--- config.mk ---
export PLATFORM = sky130hd
export DESIGN_NAME = pwm_duty_temperature_meter_core_flat
export DESIGN_NICKNAME = d
export VERILOG_FILES = /design/src/sv/pdtm_pkg.sv /design/src/sv/pdtm_if.sv /design/src/sv/pdtm_div.sv /design/src/sv/pwm_duty_temperature_meter_core.sv /design/src/flat_wrapper.sv
export SDC_FILE = /design/constraint.sdc
export NUM_CORES = 1
export LEC_CHECK = 0
export ABC_AREA = 1
export BUFFER_PORTS_ARGS = -buffer_cell sky130_fd_sc_hd__buf_2
export CORE_MARGIN = 2
export CORE_UTILIZATION = 35
export CTS_CLUSTER_SIZE = 28
export DETAILED_ROUTE_END_ITERATION = 12
export PLACE_DENSITY_LB_ADDON = 0.1
export SLEW_MARGIN = 30
export SYNTH_ARGS = -nofsm -noshare
export SYNTH_HDL_FRONTEND = slang
export SYNTH_SLANG_ARGS = --single-unit
--- constraint.sdc ---
create_clock -name clk -period 7.2 [get_ports clk]
set_input_delay 1.44 -clock clk [delete_from_list [all_inputs] [get_ports clk]]
set_output_delay 1.44 -clock clk [all_outputs]
set_load 0.02 [all_outputs]
--- src/sv/pdtm_pkg.sv ---
`timescale 1ns / 1ps
// ----------------------------------------------------------------------------
// pdtm_pkg
// Shared types and constants of the pwm duty temperature meter.
// ----------------------------------------------------------------------------
package pdtm_pkg;

  localparam int TIMER_BITS = 16;                 // capture timer width, 8..32
  localparam int SCALE_W    = 16;
  localparam int INTV_W     = 8;
  localparam int READ_W     = 16;
  localparam int PROD_W     = TIMER_BITS + SCALE_W;
  localparam int DCNT_W     = $clog2(PROD_W + 1);

  localparam logic [SCALE_W-1:0] FULL_SCALE_RST = SCALE_W'(11000);
  localparam logic [INTV_W-1:0]  REFRESH_RST    = INTV_W'(20);
  localparam logic [READ_W-1:0]  READ_MAX       = {READ_W{1'b1}};

  typedef logic [TIMER_BITS-1:0] tval_t;

  // configuration register indexes
  localparam logic CFG_FULL_SCALE = 1'b0;
  localparam logic CFG_REFRESH    = 1'b1;

  // request codes
  localparam logic REQ_CAPTURE = 1'b0;
  localparam logic REQ_TICK    = 1'b1;

  typedef enum logic [1:0] {
    PH_RISE = 2'd0,
    PH_FALL = 2'd1,
    PH_NEXT = 2'd2
  } phase_t;

  typedef enum logic [1:0] {
    ST_IDLE = 2'd0,
    ST_MUL  = 2'd1,
    ST_DIV  = 2'd2,
    ST_DONE = 2'd3
  } state_t;

  typedef struct packed {
    logic busy;
    logic done;
  } div_stat_t;

endpackage

--- src/sv/pdtm_if.sv ---
`timescale 1ns / 1ps
// ----------------------------------------------------------------------------
// pdtm_if
// Valid/ready channels for capture/tick requests and meter results.
// ----------------------------------------------------------------------------
interface pdtm_in_if;
  logic        valid;
  logic        ready;
  logic        req_type;
  logic [15:0] capture_time;

  modport source (output valid, output req_type, output capture_time, input ready);
  modport sink   (input valid, input req_type, input capture_time, output ready);
endinterface

interface pdtm_out_if;
  logic        valid;
  logic        ready;
  logic        arm_rising;
  logic [15:0] reading_centi;
  logic        reading_updated;
  logic        refresh_strobe;

  modport source (output valid, output arm_rising, output reading_centi,
                  output reading_updated, output refresh_strobe, input ready);
  modport sink   (input valid, input arm_rising, input reading_centi,
                  input reading_updated, input refresh_strobe, output ready);
endinterface

--- src/sv/pdtm_div.sv ---
`timescale 1ns / 1ps
// ----------------------------------------------------------------------------
// pdtm_div
// Restoring divider, one quotient bit per cycle, PROD_W quotient bits per divide.
// ----------------------------------------------------------------------------
module pdtm_div (
  input  logic                    clk,
  input  logic                    rst_n,
  input  logic                    start,
  input  logic [pdtm_pkg::PROD_W-1:0]     dividend,
  input  pdtm_pkg::tval_t         divisor,
  output logic [pdtm_pkg::PROD_W-1:0]     quotient,
  output pdtm_pkg::div_stat_t     stat
);
  import pdtm_pkg::*;

  tval_t                 rem_r, rem_nxt;
  logic [PROD_W-1:0]     quo_r, quo_nxt;
  tval_t                 dvs_r, dvs_nxt;
  logic [DCNT_W-1:0]     cnt_r, cnt_nxt;
  logic                  busy_r, busy_nxt;
  logic                  done_r, done_nxt;
  logic [TIMER_BITS:0]   trial;
  logic                  fits;

  always_comb begin
    trial    = {rem_r, quo_r[PROD_W-1]};
    fits     = trial >= {1'b0, dvs_r};
    rem_nxt  = rem_r;
    quo_nxt  = quo_r;
    dvs_nxt  = dvs_r;
    cnt_nxt  = cnt_r;
    busy_nxt = busy_r;
    done_nxt = 1'b0;
    if (start) begin
      rem_nxt  = '0;
      quo_nxt  = dividend;
      dvs_nxt  = divisor;
      cnt_nxt  = DCNT_W'(PROD_W);
      busy_nxt = 1'b1;
    end else if (busy_r) begin
      // shared subtract/compare step, the remainder stays below the divisor
      rem_nxt = fits ? tval_t'(trial - {1'b0, dvs_r}) : trial[TIMER_BITS-1:0];
      quo_nxt = {quo_r[PROD_W-2:0], fits};
      cnt_nxt = cnt_r - 1'b1;
      if (cnt_r == DCNT_W'(1)) begin
        busy_nxt = 1'b0;
        done_nxt = 1'b1;
      end
    end
  end

  always_ff @(posedge clk) begin
    if (!rst_n) begin
      busy_r <= 1'b0;
      done_r <= 1'b0;
      cnt_r  <= '0;
    end else begin
      busy_r <= busy_nxt;
      done_r <= done_nxt;
      cnt_r  <= cnt_nxt;
    end
  end

  always_ff @(posedge clk) begin
    rem_r <= rem_nxt;
    quo_r <= quo_nxt;
    dvs_r <= dvs_nxt;
  end

  assign quotient  = quo_r;
  assign stat.busy = busy_r;
  assign stat.done = done_r;

endmodule

--- src/sv/pwm_duty_temperature_meter_core.sv ---
`timescale 1ns / 1ps
// ----------------------------------------------------------------------------
// pwm_duty_temperature_meter_core
// PWM duty meter: edge capture tracking, scaled duty reading, refresh strobe.
// ----------------------------------------------------------------------------
// Usage:
//   in_ch carries transactions of two kinds: a capture event with the timer
//   value latched at the armed edge, or a periodic tick. Every transaction
//   gives exactly one result on out_ch: the edge to arm next, the held
//   reading, whether this tick updated it, and the display refresh strobe.
//   cfg_we/cfg_index/cfg_data write full scale (index 0) and the refresh
//   interval (index 1); write only while the block is idle.
// Processing:
//   a capture event or a tick with nothing to compute goes straight from
//   acceptance to the result stage and then to the output register. A tick
//   that finishes a capture with a nonzero period goes through one multiply
//   step, then the restoring divider producing one quotient bit per
//   cycle. in_ch.ready is low while a transaction is being worked on.
// Reset: reset clears phase, timestamps, reading and tick count and restores
//   full scale 11000 and refresh interval 20. No clearing pass is needed.
// Stall: a result waits in the output register; the next transaction may
//   be accepted and worked on but its result holds until the register frees.
// ----------------------------------------------------------------------------
module pwm_duty_temperature_meter_core (
  input  logic        clk,
  input  logic        rst_n,
  pdtm_in_if.sink     in_ch,
  pdtm_out_if.source  out_ch,
  input  logic        cfg_we,
  input  logic        cfg_index,
  input  logic [15:0] cfg_data
);
  import pdtm_pkg::*;

  state_t               state_r, state_nxt;
  phase_t               phase_r, phase_nxt;
  tval_t                rise_r, rise_nxt;
  tval_t                fall_r, fall_nxt;
  tval_t                next_r, next_nxt;
  logic                 cdone_r, cdone_nxt;
  logic [READ_W-1:0]    reading_r, reading_nxt;
  logic [INTV_W-1:0]    tick_r, tick_nxt;
  logic [SCALE_W-1:0]   scale_r, scale_nxt;
  logic [INTV_W-1:0]    intv_r, intv_nxt;

  tval_t                high_r, high_nxt;
  tval_t                per_r, per_nxt;
  logic [PROD_W-1:0]    prod_r, prod_nxt;

  logic                 res_arm_r, res_arm_nxt;
  logic                 res_upd_r, res_upd_nxt;
  logic                 res_strb_r, res_strb_nxt;

  logic                 ov_r, ov_nxt;
  logic                 oarm_r, oarm_nxt;
  logic [READ_W-1:0]    oread_r, oread_nxt;
  logic                 oupd_r, oupd_nxt;
  logic                 ostrb_r, ostrb_nxt;

  logic                 accept;
  tval_t                ctime;
  logic [INTV_W:0]      tick_inc;
  logic                 div_start;
  logic [PROD_W-1:0]    quotient;
  div_stat_t            div_stat;
  logic                 out_free;

  pdtm_div u_div (
    .clk      (clk),
    .rst_n    (rst_n),
    .start    (div_start),
    .dividend (prod_r),
    .divisor  (per_r),
    .quotient (quotient),
    .stat     (div_stat)
  );

  assign in_ch.ready = (state_r == ST_IDLE);
  assign accept      = in_ch.valid && (state_r == ST_IDLE);
  assign ctime       = tval_t'(in_ch.capture_time);
  assign tick_inc    = {1'b0, tick_r} + 1'b1;
  assign out_free    = !ov_r || out_ch.ready;

  always_comb begin
    state_nxt    = state_r;
    phase_nxt    = phase_r;
    rise_nxt     = rise_r;
    fall_nxt     = fall_r;
    next_nxt     = next_r;
    cdone_nxt    = cdone_r;
    reading_nxt  = reading_r;
    tick_nxt     = tick_r;
    scale_nxt    = scale_r;
    intv_nxt     = intv_r;
    high_nxt     = high_r;
    per_nxt      = per_r;
    prod_nxt     = prod_r;
    res_arm_nxt  = res_arm_r;
    res_upd_nxt  = res_upd_r;
    res_strb_nxt = res_strb_r;
    ov_nxt       = ov_r;
    oarm_nxt     = oarm_r;
    oread_nxt    = oread_r;
    oupd_nxt     = oupd_r;
    ostrb_nxt    = ostrb_r;
    div_start    = 1'b0;

    if (cfg_we) begin
      case (cfg_index)
        CFG_FULL_SCALE: scale_nxt = cfg_data[SCALE_W-1:0];
        CFG_REFRESH:    intv_nxt  = cfg_data[INTV_W-1:0];
        default:        ;
      endcase
    end

    if (ov_r && out_ch.ready) ov_nxt = 1'b0;

    case (state_r)
      ST_IDLE: begin
        if (accept) begin
          res_upd_nxt  = 1'b0;
          res_strb_nxt = 1'b0;
          state_nxt    = ST_DONE;
          if (in_ch.req_type == REQ_CAPTURE) begin
            case (phase_r)
              PH_FALL: begin
                fall_nxt  = ctime;
                phase_nxt = PH_NEXT;
              end
              PH_NEXT: begin
                next_nxt  = ctime;
                phase_nxt = PH_RISE;
                cdone_nxt = 1'b1;
              end
              default: begin
                rise_nxt  = ctime;
                phase_nxt = PH_FALL;
              end
            endcase
          end else begin
            // interval lowered below the count also strobes here
            if (tick_inc >= {1'b0, intv_r}) begin
              tick_nxt     = '0;
              res_strb_nxt = 1'b1;
            end else begin
              tick_nxt = tick_inc[INTV_W-1:0];
            end
            if (cdone_r) begin
              cdone_nxt = 1'b0;
              high_nxt  = fall_r - rise_r;
              per_nxt   = next_r - rise_r;
              // zero period leaves the reading as it is
              if ((next_r - rise_r) != '0) state_nxt = ST_MUL;
            end
          end
          res_arm_nxt = (phase_nxt != PH_FALL);
        end
      end
      ST_MUL: begin
        prod_nxt  = PROD_W'(high_r) * PROD_W'(scale_r);
        state_nxt = ST_DIV;
      end
      ST_DIV: begin
        if (!div_stat.busy && !div_stat.done) begin
          div_start = 1'b1;
        end else if (div_stat.done) begin
          reading_nxt = (|quotient[PROD_W-1:READ_W]) ? READ_MAX
                                                     : quotient[READ_W-1:0];
          res_upd_nxt = 1'b1;
          state_nxt   = ST_DONE;
        end
      end
      ST_DONE: begin
        if (out_free) begin
          ov_nxt    = 1'b1;
          oarm_nxt  = res_arm_r;
          oread_nxt = reading_r;
          oupd_nxt  = res_upd_r;
          ostrb_nxt = res_strb_r;
          state_nxt = ST_IDLE;
        end
      end
      default: state_nxt = ST_IDLE;
    endcase
  end

  // the divider is started only once: its busy flag rises the cycle after start
  always_ff @(posedge clk) begin
    if (!rst_n) begin
      state_r   <= ST_IDLE;
      phase_r   <= PH_RISE;
      rise_r    <= '0;
      fall_r    <= '0;
      next_r    <= '0;
      cdone_r   <= 1'b0;
      reading_r <= '0;
      tick_r    <= '0;
      scale_r   <= FULL_SCALE_RST;
      intv_r    <= REFRESH_RST;
      ov_r      <= 1'b0;
    end else begin
      state_r   <= state_nxt;
      phase_r   <= phase_nxt;
      rise_r    <= rise_nxt;
      fall_r    <= fall_nxt;
      next_r    <= next_nxt;
      cdone_r   <= cdone_nxt;
      reading_r <= reading_nxt;
      tick_r    <= tick_nxt;
      scale_r   <= scale_nxt;
      intv_r    <= intv_nxt;
      ov_r      <= ov_nxt;
    end
  end

  always_ff @(posedge clk) begin
    high_r     <= high_nxt;
    per_r      <= per_nxt;
    prod_r     <= prod_nxt;
    res_arm_r  <= res_arm_nxt;
    res_upd_r  <= res_upd_nxt;
    res_strb_r <= res_strb_nxt;
    oarm_r     <= oarm_nxt;
    oread_r    <= oread_nxt;
    oupd_r     <= oupd_nxt;
    ostrb_r    <= ostrb_nxt;
  end

  assign out_ch.valid           = ov_r;
  assign out_ch.arm_rising      = oarm_r;
  assign out_ch.reading_centi   = oread_r;
  assign out_ch.reading_updated = oupd_r;
  assign out_ch.refresh_strobe  = ostrb_r;

endmodule

--- src/flat_wrapper.sv ---
// flat-port wrapper written by rule: the top's interface ports become plain ports
module pwm_duty_temperature_meter_core_flat import pdtm_pkg::*;
  (clk, rst_n, cfg_we, cfg_index, cfg_data, in_ch_valid, in_ch_req_type, in_ch_capture_time, in_ch_ready, out_ch_valid, out_ch_arm_rising, out_ch_reading_centi, out_ch_reading_updated, out_ch_refresh_strobe, out_ch_ready);
  pdtm_in_if in_ch_i ();
  pdtm_out_if out_ch_i ();
  input  logic clk;
  input  logic rst_n;
  input  logic cfg_we;
  input  logic cfg_index;
  input  logic [15:0] cfg_data;
  input wire logic [$bits(in_ch_i.valid)-1:0] in_ch_valid;
  input wire logic [$bits(in_ch_i.req_type)-1:0] in_ch_req_type;
  input wire logic [$bits(in_ch_i.capture_time)-1:0] in_ch_capture_time;
  output wire logic [$bits(in_ch_i.ready)-1:0] in_ch_ready;
  output wire logic [$bits(out_ch_i.valid)-1:0] out_ch_valid;
  output wire logic [$bits(out_ch_i.arm_rising)-1:0] out_ch_arm_rising;
  output wire logic [$bits(out_ch_i.reading_centi)-1:0] out_ch_reading_centi;
  output wire logic [$bits(out_ch_i.reading_updated)-1:0] out_ch_reading_updated;
  output wire logic [$bits(out_ch_i.refresh_strobe)-1:0] out_ch_refresh_strobe;
  input wire logic [$bits(out_ch_i.ready)-1:0] out_ch_ready;
  assign in_ch_i.valid = in_ch_valid;
  assign in_ch_i.req_type = in_ch_req_type;
  assign in_ch_i.capture_time = in_ch_capture_time;
  assign in_ch_ready = in_ch_i.ready;
  assign out_ch_valid = out_ch_i.valid;
  assign out_ch_arm_rising = out_ch_i.arm_rising;
  assign out_ch_reading_centi = out_ch_i.reading_centi;
  assign out_ch_reading_updated = out_ch_i.reading_updated;
  assign out_ch_refresh_strobe = out_ch_i.refresh_strobe;
  assign out_ch_i.ready = out_ch_ready;
  pwm_duty_temperature_meter_core u_core (.clk(clk), .rst_n(rst_n), .in_ch(in_ch_i), .out_ch(out_ch_i), .cfg_we(cfg_we), .cfg_index(cfg_index), .cfg_data(cfg_data));
endmodule
* Word level (Yosys, flattened, before mapping) *
Index checks and enable logic that the tools add are counted.

cells by class
  add/subtract/negate cells = 5
  mux-type cells = 35
  $lt $le $gt $ge = 2
  multiply operators = 1
  reduce and logical (&&, ||, !) cells = 29
  equal/unequal tests = 11
  bitwise gates (word level) = 6

operator list
  cell                 count
  $mux 32              2
  $sub 16x16->16       3
  $mul 16x16->32       1
  $mux 16              2
  $reduce_and 4->1     6
  $mux 2               10
  $ge 17x16->1         1
  $reduce_bool 16->1   1
  $reduce_or 16->1     1
  $mux 1               15
  $mux 6               2
  $add 8x1->9 const B  1
  $ge 9x8->1           1
  $reduce_and 3->1     3
  $mux 8               1
  $pmux 2 s4           1
  $reduce_and 2->1     4
  $eq 2x2->1 const B   3
  $eq 6x1->1 const B   1
  $ne 2x1->1 const B   3
  $not 1->1            6
  $reduce_bool 2->1    3
  $sub 6x1->6 const B  1
  $eq 2x1->1 const B   2
  other kinds (9)      15

storage, ports and cells
  word-level logic and storage cells = 117
  output and inout bits = 21
  register bits after elaboration = 260
  input bits = 39

* Logic depth before layout (Yosys ltp) *
  depth in word-level cells = 7
  depth in mapped cells = 27
  gate-level depth less buffers = 25

* Hierarchy *
From an unflattened synthesis, not the netlist that was laid out.

second synthesis, totals
  cells, all modules = 2,633
  area total of the unflattened synthesis = 21,222.9 µm²

by module, submodules not included
  module                           instances  area an instance (µm²)  cells each
  pwm_duty_temperature_meter_core  1          17,166.5                2,109
  pdtm_div                         1          4,056.4                 524

* Worst setup path before layout *
OpenSTA, ideal clock, no wires.

  kind = reg2reg
  start = reg u_core.high_r[10]
  end = reg u_core.prod_r[24], data pin
  setup slack = 1,550 ps
  cell stages (with the launch flop) = 23
  path buffers = 2
  data arrival time = 5,398 ps
  library setup time = 252 ps
  cells stage by stage = edfxtp_1 -> clkbuf_1 -> clkbuf_1 -> nand2_1 -> fa_1 -> fa_1 -> fa_1 -> fa_1 -> inv_1 -> fa_1 -> inv_1 -> fa_1 -> inv_1 -> ha_1 -> a21oi_1 -> o21ai_0 -> o21bai_1 -> a21boi_1 -> o21ai_2 -> nand2_1 -> nand2_1 -> nand2_1 -> nand2_1

between the ends
  word-level cells in the longest chain between the ends = 1

ends and longest elaborated chain
  item                    RTL line                                source
  start, declared         pwm_duty_temperature_meter_core.sv:46   tval_t high_r, high_nxt;
  start signal, assigned  pwm_duty_temperature_meter_core.sv:217  high_r <= high_nxt;
  $mul 16x16->32          pwm_duty_temperature_meter_core.sv:160  prod_nxt = PROD_W'(high_r) * PROD_W'(scale_r);
  end signal, assigned    pwm_duty_temperature_meter_core.sv:219  prod_r <= prod_nxt;
  end, declared           pwm_duty_temperature_meter_core.sv:48   logic [PROD_W-1:0] prod_r, prod_nxt;

Every way passes these cells.
A chain may end at the register's enable or synchronous reset.

* Final worst setup path *
  start = reg u_core.scale_r[7]
  end = reg u_core.prod_r[27], data pin

between the ends
  word-level cells in the longest chain between the ends = 1

ends and longest elaborated chain
  item                    RTL line                                source
  start, declared         pwm_duty_temperature_meter_core.sv:43   logic [SCALE_W-1:0] scale_r, scale_nxt;
  start signal, assigned  pwm_duty_temperature_meter_core.sv:210  scale_r <= scale_nxt;
  $mul 16x16->32          pwm_duty_temperature_meter_core.sv:160

Every way passes these cells.

==> results_dict.tcl <==
set metrics [dict create \
    area_growth_pct 9.44 \
    fillerInstances 6157 \
    grt_usage_pct 17.2 \
    cp_max_fo 17 \
    slew_viol_final 0 \
    rsz0062_at_grt "no" \
    ios 60 \
    register_area_um2 6550 \
    row_count 89 \
    p_per_area_nw_per_um2 414 \
    layout_worst_path_cycle_share_pct 84.7 \
    wl_per_cell_um 15.5 \
    skew_ns 0.0239 \
    setup_viol 0 \
    post_cts_buffers 0 \
    grt_pass1_vias 16100 \
    synthFlopType "edfxtp_1" \
    synth_top_area_cell "edfxtp_1" \
    ys_ff_latch 260 \
    status "complete, no violations" \
    wl_um 52300 \
    multi_input_area_um2 12100 \
    die_h_um 249 \
    route.detailed.drc 0 \
    timing.reg2reg.setup_slack_ns 1.10 \
    setup_tns_ns 0 \
    vias 15600 \
    crit_path_end_kind "flip-flop" \
    gr-total-overflow 0 \
    drive_gt1_share_pct 6.05 \
    layout.nets 2972 \
    slew_headroom_pct 41.8 \
    leakage_nw 11.7 \
    dpl_cell_area_um2 22000 \
    synthCells 2570 \
    cts.sinks 260 \
    min_path_cells 0 \
    grt_max_degree 99 \
    fin_crit_ns 6.10 \
    hp-class "flip-flop to flip-flop" \
    cap_viol_max_count 0 \
    fin_area_um2 23000 \
    viasPerCell 4.63 \
    start_util_pct 35.5 \
    root_buffer "clkbuf_16" \
    holdBufCountCts 0 \
    timing.final.hold_violations 0 \
    tightest_slew_ns 0.870 \
    mostFrequentLayoutCell "nand2_1" \
    synth_top_area_share_pct 19.1 \
    finalPower_mw 9.54 \
    mostFrequentLayoutCells "nand2_1, inv_1, fa_1" \
    core-area_um2 59200 \
    worst_r2r_path_depth 19 \
    dieWidth_um 249 \
    cts_resized 0 \
    syn_area_um2 21000 \
    ys_warn_count 0 \
    ys_types 50 \
    ant_nets 0 \
    clk_latency_ns 0.58 \
    synth_nets 2973 \
    critPathKind "flip-flop to flip-flop" \
    io_buffers 59 \
    antenna_found_initial 2 \
    arrival_ns 6.40 \
    critPathLaunchType "flip-flop" \
    async_flop_share_pct 0 \
    ys_seq_area_share_pct 31.1 \
    cts-buffers-inserted 30 \
    gp_congestion 0.847 \
    cts_tree "done" \
    synth.avg_cell_area_um2 8.18 \
    synth-edff-count 134 \
    critPathRequiredTime_ns 7.51 \
    h-tree-depth 1 \
    grt_pass1_wl_um 86400 \
    dr.pass1.iters 7 \
    synthTopCellsByArea "edfxtp_1, fa_1, dfxtp_1" \
    drtIter0Drc 874 \
    die_area_um2 62000 \
    max_freq_ghz 0.164 \
    diodes 0 \
    clk_path_buf_depth 3 \
    dpl.hpwl_um 41100 \
    ir_drop_uv 239 \
    path_clk_slew_ns 0.06 \
]
[cell usage after synthesis, types with 3 or more instances]
| master | count |
|---|---|
| o21bai_1 | 4 |
| nand2_1 | 627 |
| o21ai_2 | 6 |
| o21ai_1 | 19 |
| a31oi_1 | 7 |
| o31ai_1 | 3 |
| inv_2 | 5 |
| fa_1 | 197 |
| o21ai_0 | 106 |
| buf_1 | 12 |
| ha_1 | 167 |
| nor2_1 | 171 |
| a21boi_1 | 3 |
| buf_2 | 3 |
| edfxtp_1 | 134 |
| dfxtp_1 | 126 |
| inv_1 | 531 |
| nor3_1 | 23 |
| clkbuf_1 | 88 |
| xnor2_1 | 27 |
| a21oi_1 | 138 |
| nand2_2 | 5 |
| o21a_1 | 7 |
| nand3b_1 | 8 |
| o211ai_1 | 8 |
| a21o_1 | 5 |
| nand4_1 | 12 |
| xor2_1 | 38 |
| nand3_1 | 56 |
| nor4_1 | 4 |
| a21oi_2 | 4 |
[layer usage]
layer  track usage [%]  vias to the layer above  share of wire, %
met5                 0                        -             0.025
met4              3.32                        2               1.8
met3              1.82                       54               3.2
met2              28.4                      234                44
met1              24.5                     7377                50
li1                  -                     7906                 -
[final cells by class]
| type | count | area share, % |
|---|---|---|
| sequential | 260 | 28.5 |
| timing repair buffer | 73 | 1.76 |
| tap | 773 | 4.20 |
| multi-input combinational | 1667 | 52.4 |
| clock buffer | 40 | 3.69 |
| clock inverter | 16 | 0.691 |
| inverter | 537 | 8.76 |
[per-stage QoR]
| stage | hold slack [ns] | instances | worst slack, ns | util [%] |
|---|---|---|---|---|
| 6_report | 0.416 | 3366 | 1.10 | 38.8 |
| 3_3_place_gp | 0.402 | 3310 | 1.11 | 37.1 |
| 2_1_floorplan | 0.400 | 2570 | 1.55 | - |
| 5_1_grt | 0.427 | 3366 | 0.781 | 38.8 |
| 3_5_place_dp | 0.405 | 3310 | 1.10 | 37.1 |
| 4_1_cts | 0.417 | 3366 | 1.10 | 38.8 |
[registers in the layout (all words and copies together) (netlist names), 2 cells and up]
| signal | cells |
|---|---|
| u_core.u_div.cnt_r | 6 |
| u_core.u_div.dvs_r | 16 |
| u_core.u_div.quotient | 32 |
| u_core.reading_r | 16 |
| u_core.per_r | 16 |
| u_core.intv_r | 8 |
| u_core.out_ch.reading_centi | 16 |
| u_core.next_r | 16 |
| u_core.fall_r | 16 |
| u_core.phase_r | 2 |
| u_core.scale_r | 16 |
| u_core.u_div.rem_r | 16 |
| u_core.rise_r | 16 |
| u_core.state_r | 2 |
| u_core.high_r | 16 |
| u_core.prod_r | 32 |
| u_core.tick_r | 8 |
[critical path, stage by stage, from the launching register on]
cell and delay, ns:
dfxtp_1 0.84, nand2_1 0.18, fa_1 0.59, inv_1 0.06, fa_1 0.49, fa_1 0.59
fa_1 0.45, fa_1 0.50, inv_1 0.05, fa_1 0.47, inv_1 0.04, ha_1 0.40
nand2_1 0.14, nor2_1 0.10, inv_1 0.08, nor3_1 0.28, nand3_1 0.16, nand3_1 0.16
a31oi_1 0.11, xnor2_1 0.14
[worst paths after layout]
check / from / end
setup / recovery: u_core.scale_r[7] / u_core.prod_r[27]
hold / removal: u_core.per_r[10] / u_core.u_div.dvs_r[10]
setup reg to reg: u_core.scale_r[7] / u_core.prod_r[27]
hold reg to reg: u_core.per_r[10] / u_core.u_div.dvs_r[10]
[report_power, final]
group | internal (mW) | leakage, nW | switching [mW]
clock | 0.931 | 0.493 | 0.626
sequential | 2.22 | 2.27 | 0.183
combinational | 2.00 | 8.94 | 3.57
[cell families (layout without fill, tap and decap cells)]
logic type               Yosys count  after routing  share of synthesized area (%)
XOR/XNOR                          65             65                           2.71
AO/OA/AOI/OAI                    319            319                           8.32
flip-flops                       260            260                           31.1
buffers and inverters            643            666                           11.6
adder cells (fa/ha/maj)          364            364                           28.7
AND/OR/NAND/NOR                  919            919                           17.6
Note: power is estimated with default switching activity, not from simulation.
